[src/swm_pkg.sv]
`timescale 1ns / 1ps
// Shared types for the sliding window median filter.
// No dependencies.
package swm_pkg;

  // Status a sorted cell exposes to its neighbors.
  typedef struct packed {
    logic valid;  // cell holds a sample
    logic gt;     // cell is empty or holds a value above the incoming key
    logic rb;     // evicted sample sits in this cell or one to its left
  } cell_flags_t;

endpackage

[src/swm_cell.sv]
`timescale 1ns / 1ps
// One cell of the sorted window: holds a sample and its age.
// Depends on swm_pkg.
module swm_cell import swm_pkg::*; #(
  parameter int DW = 32,
  parameter int AW = 6
) (
  input  logic                 clk,
  input  logic                 rst,
  input  logic                 clear,
  input  logic                 step,
  input  logic                 full,
  input  logic [AW-1:0]        rem_age,
  input  logic signed [DW-1:0] key,
  input  cell_flags_t          l_flags,
  input  logic signed [DW-1:0] l_data,
  input  logic [AW-1:0]        l_age,
  input  cell_flags_t          r_flags,
  input  logic signed [DW-1:0] r_data,
  input  logic [AW-1:0]        r_age,
  output cell_flags_t          flags,
  output logic signed [DW-1:0] data,
  output logic [AW-1:0]        age
);

  logic                 valid;
  logic                 gt;
  logic                 rm;
  logic                 rb;
  logic signed [DW-1:0] data_next;
  logic [AW-1:0]        age_next;

  assign gt = !valid || (data > key);
  assign rm = full && valid && (age == rem_age);
  assign rb = l_flags.rb || rm;

  assign flags.valid = valid;
  assign flags.gt    = gt;
  assign flags.rb    = rb;

  always_comb begin
    data_next = data;
    age_next  = AW'(age + 1'b1);
    if (!rb) begin
      // left of the eviction: shift right past the insert point
      if (gt) begin
        if (l_flags.gt) begin
          data_next = l_data;
          age_next  = AW'(l_age + 1'b1);
        end else begin
          data_next = key;
          age_next  = '0;
        end
      end
    end else if (!l_flags.rb && l_flags.gt) begin
      data_next = l_data;
      age_next  = AW'(l_age + 1'b1);
    end else if (!r_flags.gt) begin
      // right of the eviction: close the gap
      data_next = r_data;
      age_next  = AW'(r_age + 1'b1);
    end else if (!l_flags.rb || !gt) begin
      data_next = key;
      age_next  = '0;
    end
  end

  always_ff @(posedge clk) begin
    if (rst || clear) begin
      valid <= 1'b0;
    end else if (step && !full) begin
      valid <= valid || l_flags.valid;
    end
  end

  always_ff @(posedge clk) begin
    if (step) begin
      data <= data_next;
      age  <= age_next;
    end
  end

endmodule

[config.mk]
export PLATFORM = sky130hd
export DESIGN_NAME = swm_cell
export DESIGN_NICKNAME = d
export VERILOG_FILES = /design/src/swm_pkg.sv /design/src/swm_cell.sv
export SDC_FILE = /design/constraint.sdc
export NUM_CORES = 1
export LEC_CHECK = 0
export BUFFER_PORTS_ARGS = -buffer_cell sky130_fd_sc_hd__clkbuf_2
export CORE_ASPECT_RATIO = 0.6
export CORE_MARGIN = 2
export CORE_UTILIZATION = 49
export DETAILED_ROUTE_END_ITERATION = 7
export PLACE_DENSITY_LB_ADDON = 0.3
export SETUP_SLACK_MARGIN = 0.05
export SYNTH_ARGS = -nofsm -noshare
export SYNTH_HDL_FRONTEND = slang
export SYNTH_SLANG_ARGS = --single-unit
[constraint.sdc]
create_clock -name clk -period 8.3 [get_ports clk]
set_clock_uncertainty 0.15 [all_clocks]
set_input_delay 0 -clock clk [delete_from_list [all_inputs] [get_ports clk]]
set_output_delay 0 -clock clk [all_outputs]
set_load 0.02 [all_outputs]
==> results of run 1 <==
state kept, by name (all words and copies together) (netlist names):
name	count
valid	1
data	32
age	6
stage by stage:
stage | hold slack, ns | instance area [um2] | setup WS, ns | util [%]
floorplan | -0.07321 | 3547 | 3.750 | -
global placement | 0.02050 | 4424 | 4.270 | 64.60
detailed placement | 0.01948 | 4424 | 4.246 | 64.60
CTS | 0.0006777 | 4936 | 4.236 | 72.07
global route | 0.005279 | 4936 | 4.014 | 72.07
finish | -0.003404 | 4936 | 4.282 | 72.07
cell families after synthesis:
group / synth area share (%)
flip-flops: 32.73
AO/OA/AOI/OAI: 21.02
AND/OR/NAND/NOR: 10.69
buffers and inverters: 6.772
adder cells (fa/ha/maj): 12.35
multiplexers: 11.99
XOR/XNOR: 4.444
layout make-up:
type / instances / share of cell area [%]
clock inverter: 2 / 0.2535
multi-input combinational: 279 / 43.80
inverter: 39 / 2.966
tap: 87 / 2.205
sequential: 39 / 23.52
timing repair buffer: 204 / 24.64
clock buffer: 6 / 2.611
power by group through the flow:
| stage | clock network, mW | registers, mW | logic, mW |
|---|---|---|---|
| floorplan | 0 | 0.269 | 0.106 |
| global placement | 0 | 0.253 | 0.193 |
| detailed placement | 0 | 0.254 | 0.199 |
| CTS | 0.192 | 0.250 | 0.215 |
| global route | 0.198 | 0.253 | 0.240 |
| finish | 0.188 | 0.251 | 0.217 |
per-layer routing:
layer	share of wire [%]	track usage (%)
met5	0	0
met3	9.1	6.076
met2	46	46.24
met1	44	37.07
met4	1.4	7.046
repair_timing:
item,CTS,global route
hold buffers,37,0
endpoints found under the hold margin,33,0
endpoints found under the setup margin,0,0
worst register-to-register path, delay by kind of cell, from the launching register on:
kind | cells | cell delay (ns)
simple gates | 5 | 0.96
fa+ha+maj | 1 | 0.37
compound gates | 1 | 0.68
mux | 1 | 1.07
flops | 1 | 0.39
synth_stat cells (10+ instances only):
cell      number
edfxtp_1      38
inv_1         38
mux2i_1       38
ha_1          35
o22ai_1       34
a22oi_1       31
nand2_1       22
a21oi_1       21
clkbuf_1      14
nand3_1       13
xor2_1        13
nor2_1        11
o21ai_0       10
final timing paths:
| path | start | to | slack [ns] | depth (start not counted) |
|---|---|---|---|---|
| worst min register to register | age[5]$_DFFE_PP_ | age[5]$_DFFE_PP_ | 0.80 | 4 |
| worst max-delay path | data[31]$_DFFE_PP_ | data[3]$_DFFE_PP_ | 4.28 | 8 |
| worst max register to register | data[31]$_DFFE_PP_ | data[3]$_DFFE_PP_ | 4.28 | 8 |
| worst min-delay path | r_data[24] | data[24]$_DFFE_PP_ | -0.003 | 3 |
layout by cell type (no fill, tap or decap), types with 3 or more instances in the layout:
| cell | n |
|---|---|
| nand3_1 | 13 |
| a21oi_1 | 21 |
| buf_4 | 4 |
| xor2_1 | 13 |
| nand4_1 | 5 |
| mux2i_1 | 37 |
| mux2_4 | 3 |
| o21ai_0 | 10 |
| ha_1 | 35 |
| and3_1 | 3 |
| clkbuf_2 | 163 |
| edfxtp_1 | 38 |
| nor3_1 | 4 |
| a22oi_1 | 31 |
| dlygate4sd3_1 | 37 |
| inv_1 | 38 |
| clkbuf_16 | 5 |
| xnor2_1 | 5 |
| o22ai_1 | 34 |
| nor4_1 | 3 |
| nand2_1 | 22 |
| nor2_1 | 11 |
| nand2b_1 | 3 |
==> impl_metrics.tcl, run 1 <==
set metrics [dict create \
    cap_violations 0 \
    clkPwrFrac_pct 28.7 \
    cts_tree "yes" \
    critPathKind "reg2reg" \
    rsz0062_at_grt "false" \
    p_leak_nw 2.428 \
    htreeDepth 2 \
    vdd_drop_max_uv 72.76 \
    gr-usage-all-layers_pct 27.83 \
    violations "hold timing" \
    layout-drive-gt1-share_pct 32.69 \
    antenna_found_initial 0 \
    end_kind "register" \
    overflow 0 \
    initial_core_util_pct 51.79 \
    synth.area.top_cells "edfxtp_1 (32%), ha_1 (12%), mux2i_1 (11%)" \
    cp.required_ns 8.05 \
    crit_chain "ha_1 > nand4_2 > nor4_4 > nand2_2 > nor3_2 > nor4_1 > a311oi_4 > mux2i_4" \
    p_sw_mw 0.2101 \
    io-pin-count 166 \
    relSlewSlack_pct 19.73 \
    outcome "finished, violations left" \
    dr.pass1.iters 5 \
    drtAntennaViolNets 0 \
    setup_viol 0 \
    rows 23 \
    clockRootBuffer "clkbuf_16" \
    hold_viol 1 \
    io_buffers 163 \
    fin_nets 728 \
    syn2layout_area_growth_pct 39.15 \
    place_inst 611 \
    die_area_um2 7958 \
    cp_top_family "multiplexers" \
    fin_crit_ns 4.018 \
    tns_ns 0 \
    synth_cell_types 43 \
    viasPerCell 5.770 \
    yosysSeqAreaShare_pct 32.73 \
    num_vias 3785 \
    post-synth-top-area-cell "edfxtp_1" \
    finalMaxSlewViolations 0 \
    crit_fanout 32 \
    synth_edf_count 38 \
    combPwrFrac_pct 33.1 \
    hold-worst-slack_ns -0.003404 \
    slowest_delay_ns 1.07 \
    post-cts-setup-buffer-count 0 \
    cts_resized 0 \
    crit_buf_inv 0 \
    startpoint_type "register" \
    syn_nets 539 \
    core_area_um2 6849 \
    max_freq_mhz 248.9 \
    grt_max_degree 41 \
    finalPower_mw 0.6563 \
    nFillCells 545 \
    n_antenna_cell 0 \
    stdcell_count 656 \
    gp_congestion 0.8946 \
    clock_path_buffers 2 \
    yosys_most_used_dff "edfxtp_1" \
    die_y_um 69.91 \
    insertion_delay_ns 0.28 \
    seq_area_um2 1161 \
    die_w_um 113.8 \
    synth_top_area_share_pct 32.17 \
    drt_wl_total_um 10930 \
    cts-buffers-inserted 5 \
    netlist_instances 379 \
    intPower_mw 0.4463 \
    p_sw_share_pct 32.01 \
    async_flop_share_pct 0 \
    grt_pass1_wl_um 17840 \
    synth_area_um2 3547 \
    multi_input_area_um2 2162 \
    finalCritPeriodShare_pct 48.41 \
    min_path_type "in2reg" \
    arrival_ns 3.77 \
    powerDensity_nw_per_um2 133.0 \
    first_iter_violations 228 \
    drc_errors 0 \
    tightest_slew_ns 1.179 \
    yosysWarnings 0 \
    seqPwrFrac_pct 38.2 \
    place_hpwl_um 7989 \
    ys_ff_latch 39 \
    grt_pass1_vias 3785 \
    cts.clk_slew.worst_paths_ns 0.06 \
    cts.sink_count 39 \
    post_drt_wl_per_cell_um 16.66 \
    cp_slowest_cell "mux2i_4" \
    postSynthAreaPerCell_um2 9.359 \
]
No activity file was read; power rests on OpenSTA's default activity.
==> run 2: changes to the inputs <==
- ABC_AREA: not set -> 1
- clock period: 8.3 -> 4.1 ns (I/O delays scaled with it)
==> run 2 against run 1 <==
  * The flow still finishes with violations (hold timing)
  * Combinational power up 110%
  * Maximum frequency up 30%
  * First-iteration DRC count up 21%
  * Sequential cell count unchanged
  * Total power up 100%
  * Die area up 13%
  * Clock power up 97%
  * Worst hold slack worse by 0.0036 ns
  * Routed wire length up 8.3%
  * Global-route usage down 2.2 points
  * Via count up 21%
  * Critical path type unchanged
  * Largest cell class unchanged
==> impl_metrics.tcl, run 2 <==
set metrics [dict create \
    ys_ff_latch 39 \
    cap_violations 0 \
    r2r_setup_slack_ns 1.02 \
    tns_ns 0 \
    overflow 0 \
    top_regs "data: 32 flops, age: 6 flops, valid: 1 flops" \
    post_drt_wl_per_cell_um 13.52 \
    post-route-cell-area_um2 5238 \
    reg2regPathDepth 12 \
    rsz0062_at_grt "false" \
    hold-worst-slack_ns -0.006979 \
    synth_edf_count 38 \
    max_freq_mhz 324.6 \
    netlist_instances 601 \
    place_hpwl_um 8551 \
    post-cts-setup-buffer-count 0 \
    drc_errors 0 \
    cp_slowest_cell "edfxtp_1" \
    relSlewSlack_pct 20.53 \
    yosysMostFrequentCell "nand2_1" \
    cts.sink_count 39 \
    synth.area.top_cells "edfxtp_1 (28%), o21ai_0 (13%), nand2_1 (12%)" \
    largest_reg_flops 32 \
    violations "hold timing" \
    async_flop_share_pct 0 \
    fin_nets 926 \
    arrival_ns 2.85 \
    cts_resized 0 \
    outcome "finished, violations left" \
    rows 25 \
    critPathKind "reg2reg" \
    htreeDepth 2 \
    syn_nets 761 \
    tightest_slew_ns 1.191 \
    hold_viol 4 \
    die_w_um 120.9 \
    grt_pass1_vias 4083 \
    yosys_most_used_dff "edfxtp_1" \
    cts_tree "yes" \
    slowest_delay_ns 0.42 \
    hold-path-endpoint "data[31]$_DFFE_PP_" \
    crit_fanout 32 \
    viasPerCell 5.221 \
    clock_path_buffers 2 \
    io_buffers 163 \
    post-synth-top-area-cell "edfxtp_1" \
    end_kind "register" \
    grt_pass1_wl_um 18590 \
    hold_depth 3 \
    insertion_delay_ns 0.27 \
    first_iter_violations 277 \
    multi_input_area_um2 2465 \
    r2r-start "data[15]$_DFFE_PP_" \
    drt_wl_total_um 11830 \
    io-pin-count 166 \
    finalCritPeriodShare_pct 75.15 \
    gp_congestion 0.8871 \
    seq_area_um2 1161 \
    postSynthAreaPerCell_um2 6.685 \
    num_vias 4568 \
    vdd_drop_max_uv 249.4 \
    p_leak_nw 2.669 \
    dr.pass1.iters 5 \
    cts-buffers-inserted 5 \
    core_area_um2 7914 \
    cp.required_ns 3.87 \
    fin_crit_ns 3.081 \
    min_path_type "in2reg" \
    startpoint_type "register" \
    grt_max_degree 67 \
    clockRootBuffer "clkbuf_16" \
    final_common_cell "clkbuf_2" \
    dpl_cell_area_um2 4851 \
    crit_buf_inv 1 \
    die_y_um 74.14 \
    synth_cell_types 35 \
    layout-drive-gt1-share_pct 24.90 \
    n_antenna_cell 0 \
    finalMaxSlewViolations 0 \
    min_from "l_data[31]" \
    die_area_um2 8964 \
    initial_core_util_pct 50.77 \
    top_register "data" \
    antenna_found_initial 0 \
    yosysSeqAreaShare_pct 28.90 \
    powerDensity_nw_per_um2 255.9 \
    yosys-top-cells-count "nand2_1 (129), o21ai_0 (105), nor2_1 (88)" \
    gr-usage-all-layers_pct 25.67 \
    worstReg2RegEnd "data[23]$_DFFE_PP_" \
    cp_top_family "simple AND/OR/NAND/NOR gates" \
    drtAntennaViolNets 0 \
    cts.clk_slew.worst_paths_ns 0.06 \
    syn2layout_area_growth_pct 30.36 \
    layout_common_cells "clkbuf_2 (163), nand2_1 (128), o21ai_0 (105)" \
    crit_chain "ha_1 > nand4_1 > nor2_1 > nand3_1 > and2b_2 > a21oi_2 > nand2_2 > nand2_4 > nand2_1 > o21ai_0 > nor2_4 > buf_4" \
    synth_area_um2 4018 \
    nFillCells 709 \
    crit_start "data[15]$_DFFE_PP_" \
    yosysWarnings 0 \
    setup_viol 0 \
    synth_top_area_share_pct 28.40 \
]
-- run 2: cell types whose count changed after synthesis, sizes merged, moves of 4 or more --
cell and change:
a21oi +30, nor2 +78, nand2 +110, xor2 -5, o22ai -34, buf +9
o21ai +97, a22oi -31, mux2i -38, inv +26, nor4 -4
-- run 2: logic make-up (layout without fill, tap and decap cells) --
group                      count (synthesis)  count (layout)  share of synthesized area [%]
AOI/OAI and AO/OA                        169             169                          22.14
xor gates and xnor gates                  12              12                          2.616
adders and majority gates                 35              35                          10.90
buffers and inverters                     99             265                          10.18
DFF                                       39              39                          28.90
and+or+nand+nor                          247             247                          25.26
-- run 2: worst max path at each step --
stage,slack (ns),depth (start not counted),end
2_1_floorplan,0.35,13,data[0]$_DFFE_PP_
3_5_place_dp,1.00,14,data[20]$_DFFE_PP_
3_3_place_gp,1.07,14,data[0]$_DFFE_PP_
4_1_cts,0.99,14,data[2]$_DFFE_PP_
6_report,1.02,12,data[23]$_DFFE_PP_
5_1_grt,0.75,17,data[24]$_DFFE_PP_
-- run 2: metal layers --
layer / global-route usage [%] / vias up / part of all wire (%)
met5: 0 / - / 0
met4: 4.005 / 0 / 0.82
met3: 4.985 / 14 / 8.5
met2: 44.32 / 211 / 46
met1: 34.56 / 2018 / 45
li1: - / 2325 / -
-- run 2: final cells by class --
class / instances / area share (%)
Sequential cell: 39 / 22.17
Clock buffer: 8 / 2.604
Inverter: 65 / 4.658
Timing Repair Buffer: 192 / 20.93
Tap cell: 108 / 2.580
Multi-Input combinational cell: 463 / 47.06
-- run 2: power breakdown --
group | switching (mW) | total [mW] | internal, mW
Sequential | 0.0240 | 0.506 | 0.482
Clock | 0.144 | 0.371 | 0.226
Combinational | 0.277 | 0.463 | 0.187
Total | 0.445 | 1.34 | 0.895
-- run 2: metrics by stage --
step / util [%] / worst slack, ns / total power [mW] / cells / hold WS [ns]
5_1_grt: 66.18 / 0.7513 / 1.422 / 875 / 0.02125
6_report: 66.18 / 1.019 / 1.340 / 875 / -0.006979
2_1_floorplan: - / 0.3502 / 0.7910 / 601 / -0.07724
4_1_cts: 66.18 / 0.9878 / 1.349 / 875 / 0.002916
3_3_place_gp: 61.30 / 1.067 / 0.9380 / 842 / 0.007987
3_5_place_dp: 61.30 / 1.001 / 0.9548 / 842 / 0.02801
-- run 2: what timing repair did --
action	4_1_cts	5_1_grt
hold buffers	25	0
hold endpoints to repair	29	0
setup endpoints to repair	0	0
-- run 2: worst reg2reg max path: stages (launching register included) --
cell and delay (ns):
edfxtp_1 0.42, ha_1 0.35, nand4_1 0.13, nor2_1 0.17, nand3_1 0.11, and2b_2 0.23
a21oi_2 0.04, nand2_2 0.09, nand2_4 0.14, nand2_1 0.17, o21ai_0 0.19, nor2_4 0.12
buf_4 0.40
